## src/design/owtr_pkg.sv

```systemverilog
// ----------------------------------------------------------------------------
// owtr_pkg
// Shared types and timing constants for the one-wire temperature read master.
// ----------------------------------------------------------------------------
`default_nettype none

package owtr_pkg;

  localparam int unsigned CountW = 20;
  localparam int unsigned TempW  = 16;
  localparam int unsigned RomW   = 64;

  localparam logic [CountW-1:0] RESET_LOW_US   = CountW'(480);
  localparam logic [CountW-1:0] PRESENCE_AT_US = CountW'(550);
  localparam logic [CountW-1:0] RESET_LAST_US  = CountW'(959);
  localparam logic [CountW-1:0] SLOT_LAST_US   = CountW'(69);
  localparam logic [CountW-1:0] WRITE1_LOW_US  = CountW'(6);
  localparam logic [CountW-1:0] WRITE0_LOW_US  = CountW'(60);
  localparam logic [CountW-1:0] READ_LOW_US    = CountW'(6);
  localparam logic [CountW-1:0] READ_SAMPLE_US = CountW'(15);
  localparam logic [CountW-1:0] CONV_WAIT_RST  = CountW'(750000);

  localparam logic [7:0] CMD_MATCH_ROM = 8'h55;
  localparam logic [7:0] CMD_CONVERT   = 8'h44;
  localparam logic [7:0] CMD_READ_PAD  = 8'hBE;
  localparam logic [3:0] WRITE_BYTES   = 4'd10;

  localparam logic CMD_TICK  = 1'b0;
  localparam logic CMD_START = 1'b1;

  localparam logic REG_CONV_WAIT = 1'b0;

  typedef enum logic [2:0] {
    PH_IDLE  = 3'd0,
    PH_RESET = 3'd1,
    PH_WRITE = 3'd2,
    PH_WAIT  = 3'd3,
    PH_READ  = 3'd4
  } phase_t;

  typedef struct packed {
    phase_t            phase;
    logic [CountW-1:0] count;
    logic [7:0]        shift;
    logic [2:0]        bit_idx;
    logic [3:0]        byte_idx;
    logic [RomW-1:0]   rom;
    logic              second;
    logic [TempW-1:0]  temp;
    logic              presence;
  } seq_state_t;

  typedef struct packed {
    logic line_low;
    logic busy;
    logic done;
  } seq_result_t;

endpackage

`default_nettype wire

```

## src/design/one_wire_temperature_read_master.sv

```systemverilog
// ----------------------------------------------------------------------------
// one_wire_temperature_read_master
// One-wire bus master: match ROM, convert, wait, read the 16-bit temperature.
// ----------------------------------------------------------------------------
// Channel  Direction  Handshake           Payload
// in_      input      in_valid/in_stall   command, rom_code, bus_level
// out_     output     out_valid/out_stall line_low, busy_res, done_res,
//                                         presence, temperature_raw
// cfg_     APB write  psel/penable/pready conversion_wait_us at address 0
//
// One transaction per clock unless the output stalls; each is settled in
// one pass into the result register; results appear in the next cycle.
// Reset (rst_n low, synchronous) idles the sequencer and empties the output.
// A stalled result holds and stalls the input only while the result waits.
// ----------------------------------------------------------------------------
`default_nettype none

module one_wire_temperature_read_master (
  input  logic                            clk,
  input  logic                            rst_n,
  input  logic                            in_valid,
  output logic                            in_stall,
  input  logic                            in_command,
  input  logic [owtr_pkg::RomW-1:0]       in_rom_code,
  input  logic                            in_bus_level,
  output logic                            out_valid,
  input  logic                            out_stall,
  output logic                            out_line_low,
  output logic                            out_busy_res,
  output logic                            out_done_res,
  output logic                            out_presence,
  output logic signed [owtr_pkg::TempW-1:0] out_temperature_raw,
  input  logic                            psel,
  input  logic                            penable,
  input  logic                            pwrite,
  input  logic [2:0]                      paddr,
  input  logic [31:0]                     pwdata,
  output logic [31:0]                     prdata,
  output logic                            pready
);
  import owtr_pkg::*;

  seq_state_t        state_r;
  seq_state_t        state_nxt;
  seq_result_t       res;
  logic [CountW-1:0] conv_r;
  logic              out_valid_r;
  logic              line_low_r;
  logic              busy_r;
  logic              done_r;
  logic              presence_r;
  logic [TempW-1:0]  temp_r;
  logic              in_accept;
  logic              cfg_write;

  owtr_step u_step (
    .cur       (state_r),
    .command   (in_command),
    .rom_code  (in_rom_code),
    .bus_level (in_bus_level),
    .conv_wait (conv_r),
    .nxt       (state_nxt),
    .res       (res)
  );

  assign in_stall  = out_valid_r & out_stall;
  assign in_accept = in_valid & ~in_stall;
  assign pready    = 1'b1;
  assign cfg_write = psel & penable & pwrite & pready & (paddr[2] == REG_CONV_WAIT);
  assign prdata    = (paddr[2] == REG_CONV_WAIT) ? {12'd0, conv_r} : 32'd0;

  always_ff @(posedge clk) begin
    if (!rst_n) begin
      state_r     <= '0;
      conv_r      <= CONV_WAIT_RST;
      out_valid_r <= 1'b0;
    end else begin
      if (cfg_write) begin
        conv_r <= pwdata[CountW-1:0];
      end
      if (in_accept) begin
        state_r     <= state_nxt;
        out_valid_r <= 1'b1;
      end else if (!out_stall) begin
        out_valid_r <= 1'b0;
      end
    end
  end

  always_ff @(posedge clk) begin
    if (in_accept) begin
      line_low_r <= res.line_low;
      busy_r     <= res.busy;
      done_r     <= res.done;
      presence_r <= state_nxt.presence;
      temp_r     <= state_nxt.temp;
    end
  end

  assign out_valid           = out_valid_r;
  assign out_line_low        = line_low_r;
  assign out_busy_res        = busy_r;
  assign out_done_res        = done_r;
  assign out_presence        = presence_r;
  assign out_temperature_raw = signed'(temp_r);

endmodule

`default_nettype wire

```

## src/design/owtr_step.sv

```systemverilog
// ----------------------------------------------------------------------------
// owtr_step
// Next-state and result logic for one microsecond tick or start transaction.
// ----------------------------------------------------------------------------
`default_nettype none

module owtr_step (
  input  owtr_pkg::seq_state_t          cur,
  input  logic                           command,
  input  logic [owtr_pkg::RomW-1:0]      rom_code,
  input  logic                           bus_level,
  input  logic [owtr_pkg::CountW-1:0]    conv_wait,
  output owtr_pkg::seq_state_t           nxt,
  output owtr_pkg::seq_result_t          res
);
  import owtr_pkg::*;

  function automatic logic [7:0] byte_to_send(input logic [3:0] idx,
                                              input logic [RomW-1:0] rom,
                                              input logic second);
    logic [2:0] sel;
    sel = 3'(idx - 4'd1);
    if (idx == 4'd0) begin
      return CMD_MATCH_ROM;
    end else if (idx <= 4'd8) begin
      return rom[{sel, 3'b000} +: 8];
    end else begin
      return second ? CMD_READ_PAD : CMD_CONVERT;
    end
  endfunction

  logic [CountW-1:0] c;
  logic [CountW-1:0] c_inc;
  logic [3:0]        byte_inc;
  logic [7:0]        shift_rd;
  logic              low;
  logic              done;

  assign c     = cur.count;
  assign c_inc = c + CountW'(1);
  assign byte_inc = cur.byte_idx + 4'd1;
  assign shift_rd = (c == READ_SAMPLE_US) ? {bus_level, cur.shift[7:1]} : cur.shift;

  always_comb begin
    nxt  = cur;
    low  = 1'b0;
    done = 1'b0;
    if (command == CMD_START) begin
      if (cur.phase == PH_IDLE) begin
        nxt.rom    = rom_code;
        nxt.second = 1'b0;
        nxt.phase  = PH_RESET;
        nxt.count  = '0;
      end
    end else begin
      case (cur.phase)
        PH_IDLE: begin
        end
        PH_RESET: begin
          low = (c < RESET_LOW_US);
          if (c == PRESENCE_AT_US) begin
            nxt.presence = ~bus_level;
          end
          if (c >= RESET_LAST_US) begin
            nxt.phase    = PH_WRITE;
            nxt.count    = '0;
            nxt.bit_idx  = '0;
            nxt.byte_idx = '0;
            nxt.shift    = CMD_MATCH_ROM;
          end else begin
            nxt.count = c_inc;
          end
        end
        PH_WRITE: begin
          low = (c < (cur.shift[0] ? WRITE1_LOW_US : WRITE0_LOW_US));
          if (c >= SLOT_LAST_US) begin
            nxt.count   = '0;
            nxt.shift   = {1'b0, cur.shift[7:1]};
            nxt.bit_idx = cur.bit_idx + 3'd1;
            if (cur.bit_idx == 3'd7) begin
              if (byte_inc >= WRITE_BYTES) begin
                nxt.byte_idx = '0;
                if (cur.second) begin
                  nxt.phase = PH_READ;
                  nxt.shift = '0;
                end else if (conv_wait == '0) begin
                  nxt.second = 1'b1;
                  nxt.phase  = PH_RESET;
                end else begin
                  nxt.phase = PH_WAIT;
                end
              end else begin
                nxt.byte_idx = byte_inc;
                nxt.shift    = byte_to_send(byte_inc, cur.rom, cur.second);
              end
            end
          end else begin
            nxt.count = c_inc;
          end
        end
        PH_WAIT: begin
          if (c_inc >= conv_wait) begin
            nxt.second = 1'b1;
            nxt.phase  = PH_RESET;
            nxt.count  = '0;
          end else begin
            nxt.count = c_inc;
          end
        end
        PH_READ: begin
          low       = (c < READ_LOW_US);
          nxt.shift = shift_rd;
          if (c >= SLOT_LAST_US) begin
            nxt.count   = '0;
            nxt.bit_idx = cur.bit_idx + 3'd1;
            if (cur.bit_idx == 3'd7) begin
              if (cur.byte_idx == 4'd0) begin
                nxt.temp[7:0] = shift_rd;
                nxt.byte_idx  = 4'd1;
                nxt.shift     = '0;
              end else begin
                nxt.temp[15:8] = shift_rd;
                nxt.byte_idx   = '0;
                nxt.second     = 1'b0;
                nxt.phase      = PH_IDLE;
                done           = 1'b1;
              end
            end
          end else begin
            nxt.count = c_inc;
          end
        end
        default: begin
          nxt.phase = PH_IDLE;
          nxt.count = '0;
        end
      endcase
    end
  end

  assign res.line_low = low;
  assign res.busy     = (nxt.phase != PH_IDLE);
  assign res.done     = done;

endmodule

`default_nettype wire

```

## config.mk

```make
export PLATFORM = sky130hd
export DESIGN_NAME = one_wire_temperature_read_master
export DESIGN_NICKNAME = d
export VERILOG_FILES = /design/src/design/owtr_pkg.sv /design/src/design/one_wire_temperature_read_master.sv /design/src/design/owtr_step.sv
export SDC_FILE = /design/constraint.sdc
export NUM_CORES = 1
export LEC_CHECK = 0
export ABC_AREA = 0
export BUFFER_PORTS_ARGS = -buffer_cell sky130_fd_sc_hd__clkbuf_2
export CORE_ASPECT_RATIO = 2
export CORE_MARGIN = 2
export CORE_UTILIZATION = 40
export DETAILED_ROUTE_END_ITERATION = 12
export PLACE_DENSITY = 0.72
export SKIP_CTS_REPAIR_TIMING = 1
export SLEW_MARGIN = 40
export SYNTH_ARGS = -nofsm -noshare
export SYNTH_HDL_FRONTEND = slang
export SYNTH_HIERARCHICAL = 1
export SYNTH_SLANG_ARGS = --single-unit
```

## constraint.sdc

```tcl
create_clock -name clk -period 7.3 [get_ports clk]
set_input_delay 0.73 -clock clk [delete_from_list [all_inputs] [get_ports clk]]
set_output_delay 0.73 -clock clk [all_outputs]
set_load 0.05 [all_outputs]
```

[Word-level counts from Yosys, hierarchy flattened]
Cells that the tools add are included.
Storage, ports and cells
  register bits: 161
Operators by class
  add/sub/neg operators: 4
  order comparisons: 8
  equality and inequality tests: 22
  shifts and indexed selects: 1
  muxes and demuxes: 56
  bitwise logic cells: 12
  reduce and logical (&&, ||, !) cells: 14
Operators with widths (count)
  $pmux 23 s5: 1
  $mux 20: 4
  $mux 8: 9
  $shiftx 64x7->8: 1
  $mux 17: 3
  $mux 23: 2
  $mux 15: 3
  $pmux 15 s3: 1
  $mux 3: 9
  $add 20x1->20 const B: 1
  $eq 20x10->1 const B: 1
  $eq 20x4->1 const B: 1
  $ge 20x10->1 const B: 1
  $ge 20x20->1: 1
  $ge 20x7->1 const B: 1
  $logic_not 20->1: 1
  $lt 20x20->1: 1
  $lt 20x3->1 const B: 1
  $lt 20x9->1 const B: 1
  $ne 3x2->1 const B: 6
  $mux 16: 1
  $mux 1: 14
  $ne 2x1->1 const B: 7
  $mux 4: 3
  27 further kinds: 43

[Depth between registers and ports, before layout]
Gate-level depths: netlist (run 1).
  word-level depth: 9
  mapped depth: 20
  gate-level depth less buffers: 17

[Hierarchy]
Netlist (run 1), hierarchy kept.
Modules (own cells, without submodules)
  one_wire_temperature_read_master: times used 1, cells an instance 669, area an instance 6502.5 µm², sequential area each 3423.3 µm²
  owtr_step: times used 1, cells an instance 536, area an instance 3983.8 µm², sequential area each 0.0 µm²

[Worst setup path after synthesis (run 1)]
Ideal clock, no wire load.
  path kind: register to register
  start: reg state_r[98] (netlist name)
  end: reg state_r[107] (netlist name)
  setup time: 0.072 ns
  data arrival time: 3.452 ns
  setup slack: 3.776 ns
  stages on the path, launching flop included: 20
  period minus slack after synthesis: 3.524 ns
  path through: dfxtp_1 ha_1 and3_1 and3_1 and3_1 clkbuf_1 nand3_1 nor2_1 xnor2_1 ha_1 nor2b_1 o21ai_0 o21ai_0 nor4_1 or2_1 buf_4 buf_6 a22o_1 nand2_1 mux2i_1
RTL lines
  start, declared: line one_wire_temperature_read_master.sv:43  | seq_state_t state_r;
  start signal, assigned: line one_wire_temperature_read_master.sv:82  | state_r <= state_nxt;

==> results.md, run 1 <==
- Final net count: 1,418
- Status: complete, no violations
- Post-Route Setup TNS: 0 ns
- Synth Warn #: 6
- Largest net degree at the start of global routing: 168
- Buffers added on ports: 135
- Clk_skew: 0.00694 ns
- Clock Sink Count: 161
- Num rows: 83
- Period Utilization, post-route: 59.9%
- Worst Setup Start Kind: register
- Share of flip-flops with an asynchronous set or reset: 0%
- Crit path top cell by count: and3_1
- CP max-delay cell: or2_1
- Worst Setup End Kind: register
- DR WL/cell: 15.4 µm
- Worst-Margin Slew: 0.843 ns
- Ant diodes: 0
- Most common cell after layout, fill and taps aside: nand2_1
- Critical path arrival: 4.74 ns
- FF-to-FF Start: state_r[98]
- Part of the power in the clock network: 40.2%
- Placed insts: 1,598
- Post-synth top flop: dfxtp_1
- P&R area growth vs syn: 11.7%
- MaxCap Viol Count: 0
- R2r setup slk: 2.93 ns
- CP Class: reg -> reg
- Share of cells above drive strength 1: 21.0%
- WL met2: 13,800 µm
- Clock slew at reported path FFs: 0.06 ns
- Sequential Power Share: 45.6%
- DP HPWL: 18,100 µm
- Initial antenna violation count: 0
- Worst path cell trace: ha_1 -> and3_1 -> and3_1 -> and3_1 -> nand3_1 -> nor2_1 -> xnor2_1 -> ha_1 -> nor2b_1 -> o21ai_0 -> o21ai_0 -> nor4_2 -> or2_1 -> a22o_1 -> nand2_1 -> mux2i_1
- Final Hold Viols: 0
- Fillers: 2,544
- # IOs: 163
- H-tree depth: 4
- Gpl congestion: 0.846
- Avg Synthesized Cell Area: 8.70 µm²
- GRT Total Usage: 18.3%
- Post-synth top area share: 26.9%
- Vias in the first global route: 8,284
- Worst setup path startpoint: state_r[98]
- Finished Layout Cells: 1,631
- Post-Synthesis Cell Area: 0.0105 mm²
- Post-synth EDFFs: 20
- Clk_lat worst skew: 0.44 ns
- P_int: 1510 µW
- First DRT Iteration DRCs: 372
- CP max stage delay: 0.60 ns
- Final setup fails: 0
- Switching part of the total: 27.3%
- Crit-path max FO: 16
- NetSw: 566 µW
- Power density cells: 177 mW/mm²
- Clk root buf: clkbuf_16
- Hold Path Origin: state_r[0]
- Hold crit path type: reg -> reg
- Post-route DRC violation count: 0
- Core Region: 0.0258 mm²
- Logic gate share of total power: 14.2%
- Most frequent cells in the layout: nand2_1 (315), mux2i_1 (155), dfxtp_1 (140)
- DIE AREA: 0.0276 mm²
- Register area share after synthesis: 32.6%
- Post-synth cell types: 60
- RSZ-0062 raised after global routing: no
- Die height: 233 µm
- DR WL met3: 824 µm
- Dpl ws: 2.79 ns
- Worst vdd ir: 0.137 mV
- DR pass1 iterations: 5
- CTS tree: done
- Post-DRT Antenna Nets: 0
- Vias: 8,590
- Leakage: 0.00478 µW
- Final min period: 4.37 ns
- Slew HR: 43.2%
- Worst Slack Setup Final: 2.93 ns
- Syn Inst Count: 1,205
- Die X: 118 µm
- First-pass GRT wire length: 40,400 µm
- Fmax: 229 MHz
- Synth area leader: dfxtp_1
- M1 WL: 9620 µm
- Starting Density: 40.7%
- Clk buf depth: 2
- Largest cells by area after synthesis: dfxtp_1 (27%), mux2i_1 (15%), nand2_1 (11%), mux2_2 (7.0%), edfxtp_1 (5.7%)
- Top layer in use: met4
- Via density: 5.27
- Slew Viols, Final: 0
- Synth Register Bits: 161
- TritonCTS Buffers: 17
- Aggregate routed wire length: 25,200 µm
- Grt ovf: 0
- Required time worst endpoint: 7.67 ns
power groups by stage:
| stage | sequential (µW) | combinational, µW | clock, µW |
|---|---|---|---|
| final | 946 | 294 | 834 |
| after global routing | 950 | 317 | 894 |
| after CTS | 947 | 295 | 854 |
| after detailed placement | 966 | 294 | 0 |
| after global placement | 965 | 286 | 0 |
| after floorplan | 979 | 219 | 0 |
cell families (layout without fill, tap and decap cells):
family | count (synthesis) | count (layout) | synth area share (%)
simple gates | 478 | 478 | 20.4
mux | 236 | 236 | 25.2
flops | 161 | 161 | 32.6
compound gates | 139 | 139 | 8.79
buf+inv | 133 | 208 | 7.02
fa+ha+maj | 32 | 32 | 3.82
xor+xnor | 24 | 24 | 2.00
other cells | 2 | 13 | 0.0716
per-layer routing:
metal  track usage, %  vias up
met5                0        -
met4             9.82        0
met3             3.26       59
met1             18.1     4045
met2             35.6      194
li1                 -     4292
layout make-up:
cell class,count,area [µm²],share of cell area [%]
clock buffer,21,440,3.76
sequential,161,3420,29.2
inverter,33,124,1.06
clock inverter,11,93.8,0.801
multi-input combinational,922,6400,54.7
tap,340,425,3.63
timing repair buffer,143,806,6.88
synthesized netlist by cell type, types with 14 or more instances:
library cell / number
a21oi_1: 26
dfxtp_1: 141
nor2_1: 38
xnor2_1: 14
ha_1: 32
mux4_2: 16
clkbuf_1: 23
buf_2: 30
mux2i_1: 155
o21ai_0: 40
nand2_1: 315
edfxtp_1: 20
buf_4: 29
mux2_2: 65
a22o_1: 19
nor2b_1: 45
inv_1: 33
nand3_1: 20
final timing paths:
| check | endpoint | cells after the start |
|---|---|---|
| worst max-delay path | state_r[116] | 16 |
| worst min-delay path | state_r[0] | 2 |
| worst max register to register | state_r[116] | 16 |
| worst min register to register | state_r[0] | 2 |
critical path, delay by kind of cell (launching register included):
family | cells | cell delay, ns
simple gates | 9 | 2.38
compound gates | 3 | 0.57
fa+ha+maj | 2 | 0.54
flops | 1 | 0.48
xor+xnor | 1 | 0.16
mux | 1 | 0.15
stage by stage:
stage          hold WS, ns  power [µW]  utilization, %  cell area (µm²)
3_5_place_dp         0.451        1260            43.3            11100
6_report             0.458        2070            45.5            11700
2_1_floorplan        0.431        1200               -            10500
3_3_place_gp         0.442        1250            43.1            11100
5_1_grt              0.478        2160            45.5            11700
4_1_cts              0.461        2100            45.3            11700
flip-flops by register name, summed over array words and instances (netlist names):
signal,count
conv_r,20
out_busy_res,1
out_done_res,1
out_line_low,1
out_presence,1
out_temperature_raw,16
out_valid,1
state_r,120
(Power assumes the default switching activity.)
==> run 2, diff against run 1 <==
--- a/config.mk
+++ b/config.mk
@@ -5,13 +5,13 @@
 export SDC_FILE = /design/constraint.sdc
 export NUM_CORES = 1
 export LEC_CHECK = 0
-export ABC_AREA = 0
+export ABC_AREA = 1
 export BUFFER_PORTS_ARGS = -buffer_cell sky130_fd_sc_hd__clkbuf_2
 export CORE_ASPECT_RATIO = 2
 export CORE_MARGIN = 2
 export CORE_UTILIZATION = 40
 export DETAILED_ROUTE_END_ITERATION = 12
-export PLACE_DENSITY = 0.72
+export PLACE_DENSITY = 0.74
 export SKIP_CTS_REPAIR_TIMING = 1
 export SLEW_MARGIN = 40
 export SYNTH_ARGS = -nofsm -noshare
==> constraint.sdc (replaced) <==
create_clock -name clk -period 3.7 [get_ports clk]
set_input_delay 0.37 -clock clk [delete_from_list [all_inputs] [get_ports clk]]
set_output_delay 0.37 -clock clk [all_outputs]
set_load 0.05 [all_outputs]
==> results.md, run 2 <==
- Met2 Use GR: 33.7% (-1.8 points)
- Post-Route Setup TNS: 0 ns (unchanged)
- Worst Setup Start Kind: register
- P&R area growth vs syn: 12.6%
- Post-Synthesis Cell Area: 0.0108 mm² (+2.6%)
- GRT Total Usage: 19.7% (+1.4 points)
- Worst vdd ir: 0.286 mV (+110%)
- Share of cells above drive strength 1: 19.0% (-1.9 points)
- Clock slew at reported path FFs: 0.06 ns (about the same)
- Die X: 120 µm (+1.2%)
- List of most frequent post-synthesis cells: nand2_1 (387), nor2_1 (344), o21ai_0 (152)
- MaxCap Viol Count: 0 (unchanged)
- Buffers added on ports: 135 (unchanged)
- FF-to-FF Start: state_r[97]
- CTS tree: done
- Required time worst endpoint: 4.04 ns (-3.63 ns)
- Clk root buf: clkbuf_16
- DR WL/cell: 13.3 µm (-14%)
- Largest net degree at the start of global routing: 87 (-48%)
- Post-synth cell types: 50 (-17%)
- Critical path arrival: 3.72 ns (-1.02 ns)
- Post-DP Area: 0.0115 mm² (+3.4%)
- Most common cell after layout, fill and taps aside: nand2_1
- Design area: 0.0121 mm² (+3.4%)
- Overall power: 4960 µW (+140%)
- Post-synth top flop: dfxtp_1
- Final Hold Viols: 0 (unchanged)
- Hold crit path type: in -> reg
- Top-count cell post-synth: nand2_1
- Most flops, register: state_r
- Core Region: 0.0267 mm² (+3.6%)
- Post-synth top area share: 26.2% (-0.68 points)
- DR pass1 iterations: 6 (+1)
- Syn Inst Count: 1,627 (+35%)
- Clock Sink Count: 161 (unchanged)
- Status: complete, no violations
- CP Class: reg -> reg
- Ant diodes: 0 (unchanged)
- Leakage: 0.00600 µW (+26%)
- DIE AREA: 0.0283 mm² (+2.5%)
- Most frequent cells in the layout: nand2_1 (386), nor2_1 (344), o21ai_0 (150)
- DP HPWL: 19,500 µm (+7.9%)
- Synth area leader: dfxtp_1
- Worst Hold Path EP: conv_r[14]
- Finished Layout Cells: 2,081 (+28%)
- Met1 usage: 24.1% (+5.9 points)
- Synth Register Bits: 161 (unchanged)
- Crit Reg-Reg Endpoint: state_r[106]
- Clk_skew: 0.0190 ns (+0.0121 ns)
- RSZ-0062 raised after global routing: no
- Slew Viols, Final: 0 (unchanged)
- Synth Warn #: 6 (unchanged)
- Die height: 236 µm (+1.3%)
- First-pass GRT wire length: 45,500 µm (+13%)
- Aggregate routed wire length: 27,600 µm (+9.4%)
- Grt ovf: 0 (unchanged)
- Clk buf depth: 2 (unchanged)
- # IOs: 163 (unchanged)
- Placed insts: 2,049 (+28%)
- Hold Path Origin: pwdata[14]
- First DRT Iteration DRCs: 779 (+110%)
- Max FFs per register: 120 (unchanged)
- Post-DRT Antenna Nets: 0 (unchanged)
- Vias in the first global route: 9,447 (+14%)
- Gpl congestion: 0.913 (+8.0%)
- Register area share after synthesis: 31.8% (-0.83 points)
- Vias: 10,309 (+20%)
- Share of flip-flops with an asynchronous set or reset: 0% (unchanged)
- Starting Density: 40.3% (-0.41 points)
- Num rows: 85 (+2.4%)
- H-tree depth: 4 (unchanged)
- Final net count: 1,860 (+31%)
- Gr busiest metal: met2
- Clk_lat worst skew: 0.45 ns (about the same)
- Fmax: 296 MHz (+29%)
- Period Utilization, post-route: 91.4% (+32 points)
- R2r setup slk: 0.32 ns (-2.61 ns)
- Power density cells: 410 mW/mm² (+130%)
- Initial antenna violation count: 1 (+1)
- Met3 Use GR: 4.09% (+0.83 points)
- Post-route DRC violation count: 0 (unchanged)
- Via density: 4.95 (-5.9%)
- Avg Synthesized Cell Area: 6.61 µm² (-24%)
- Crit-path max FO: 11 (-5)
- Worst Setup End Kind: register
- Slew HR: 46.8% (+3.7 points)
- Worst-Margin Slew: 0.797 ns (-0.0459 ns)
- TritonCTS Buffers: 17 (unchanged)
- Reg2reg path depth: 24 (+8)
- Hold Path Stages: 3 (+1)
- Final setup fails: 0 (unchanged)
- Largest cells by area after synthesis: dfxtp_1 (26%), nand2_1 (14%), nor2_1 (12%), o21ai_0 (7.1%), edfxtp_1 (5.6%)
- Post-synth EDFFs: 20 (unchanged)
- Final min period: 3.38 ns (-0.987 ns)
==> run 2: how the worst max path moves through the flow <==
stage	to	slack (ns)	start	cells after the start
final	state_r[106]	0.32	state_r[97]	24
after floorplan	state_r[113]	0.73	state_r[98]	24
after global routing	state_r[101]	0.01	state_r[97]	24
after detailed placement	state_r[109]	0.21	state_r[97]	24
after global placement	state_r[109]	0.28	state_r[97]	24
after CTS	state_r[109]	0.19	state_r[97]	24
==> run 2: logic make-up (layout without fill, tap and decap cells) <==
logic type | after synthesis | after routing | synth area share [%]
AOI/OAI and AO/OA | 210 | 210 | 10.2
adders and majority gates | 32 | 32 | 3.72
buffers and inverters | 249 | 344 | 11.2
and+or+nand+nor | 901 | 901 | 35.7
other | 2 | 13 | 0.0698
DFF | 161 | 161 | 31.8
xor gates and xnor gates | 17 | 17 | 1.45
muxes | 55 | 55 | 5.73
==> run 2: per-stage QoR <==
| step | hold WS (ns) | setup WS [ns] | util, % |
|---|---|---|---|
| finish | 0.137 | 0.317 | 45.4 |
| global route | 0.133 | 0.0108 | 45.4 |
| CTS | 0.119 | 0.187 | 45.3 |
| detailed placement | 0.471 | 0.208 | 43.2 |
| global placement | 0.457 | 0.278 | 43.1 |
| floorplan | 0.449 | 0.726 | - |
==> run 2: layer usage <==
metal	routed length, µm	part of all wire [%]
met3	1270	4.6
met1	11900	43
met2	13800	50
met4	650	2.4
met5	13	0.047
==> run 2: cell type report <==
class / count / area (µm²)
multi-input combinational: 1228 / 6190
clock buffer: 21 / 450
tap: 348 / 435
sequential: 161 / 3430
clock inverter: 11 / 118
fill: 2710 / 14600
timing repair buffer: 162 / 922
inverter: 150 / 568
==> run 2: critical path, stage by stage, from the launching register on <==
cell and delay [ns]:
dfxtp_2 0.39, ha_1 0.23, nand3_4 0.12, nor2_4 0.11, nand3_2 0.11, nor2_4 0.14
nand2_1 0.12, xor2_1 0.15, inv_1 0.09, ha_1 0.27, nand2_1 0.04, inv_1 0.06
nand3_1 0.11, nor3_4 0.17, nor2b_1 0.17, nand2_1 0.12, nand3_1 0.13, nand2_2 0.13
buf_12 0.18, nand2_2 0.05, nand2_1 0.04, nand2_1 0.05, nand2_1 0.07, o21ai_0 0.15
nor2_1 0.05
==> run 2: power breakdown <==
part           leakage [µW]  total [µW]  switching [µW]  internal (µW)
combinational       0.00436        1210             796            415
clock              0.000273        1740             776            962
sequential          0.00137        2010             110           1910
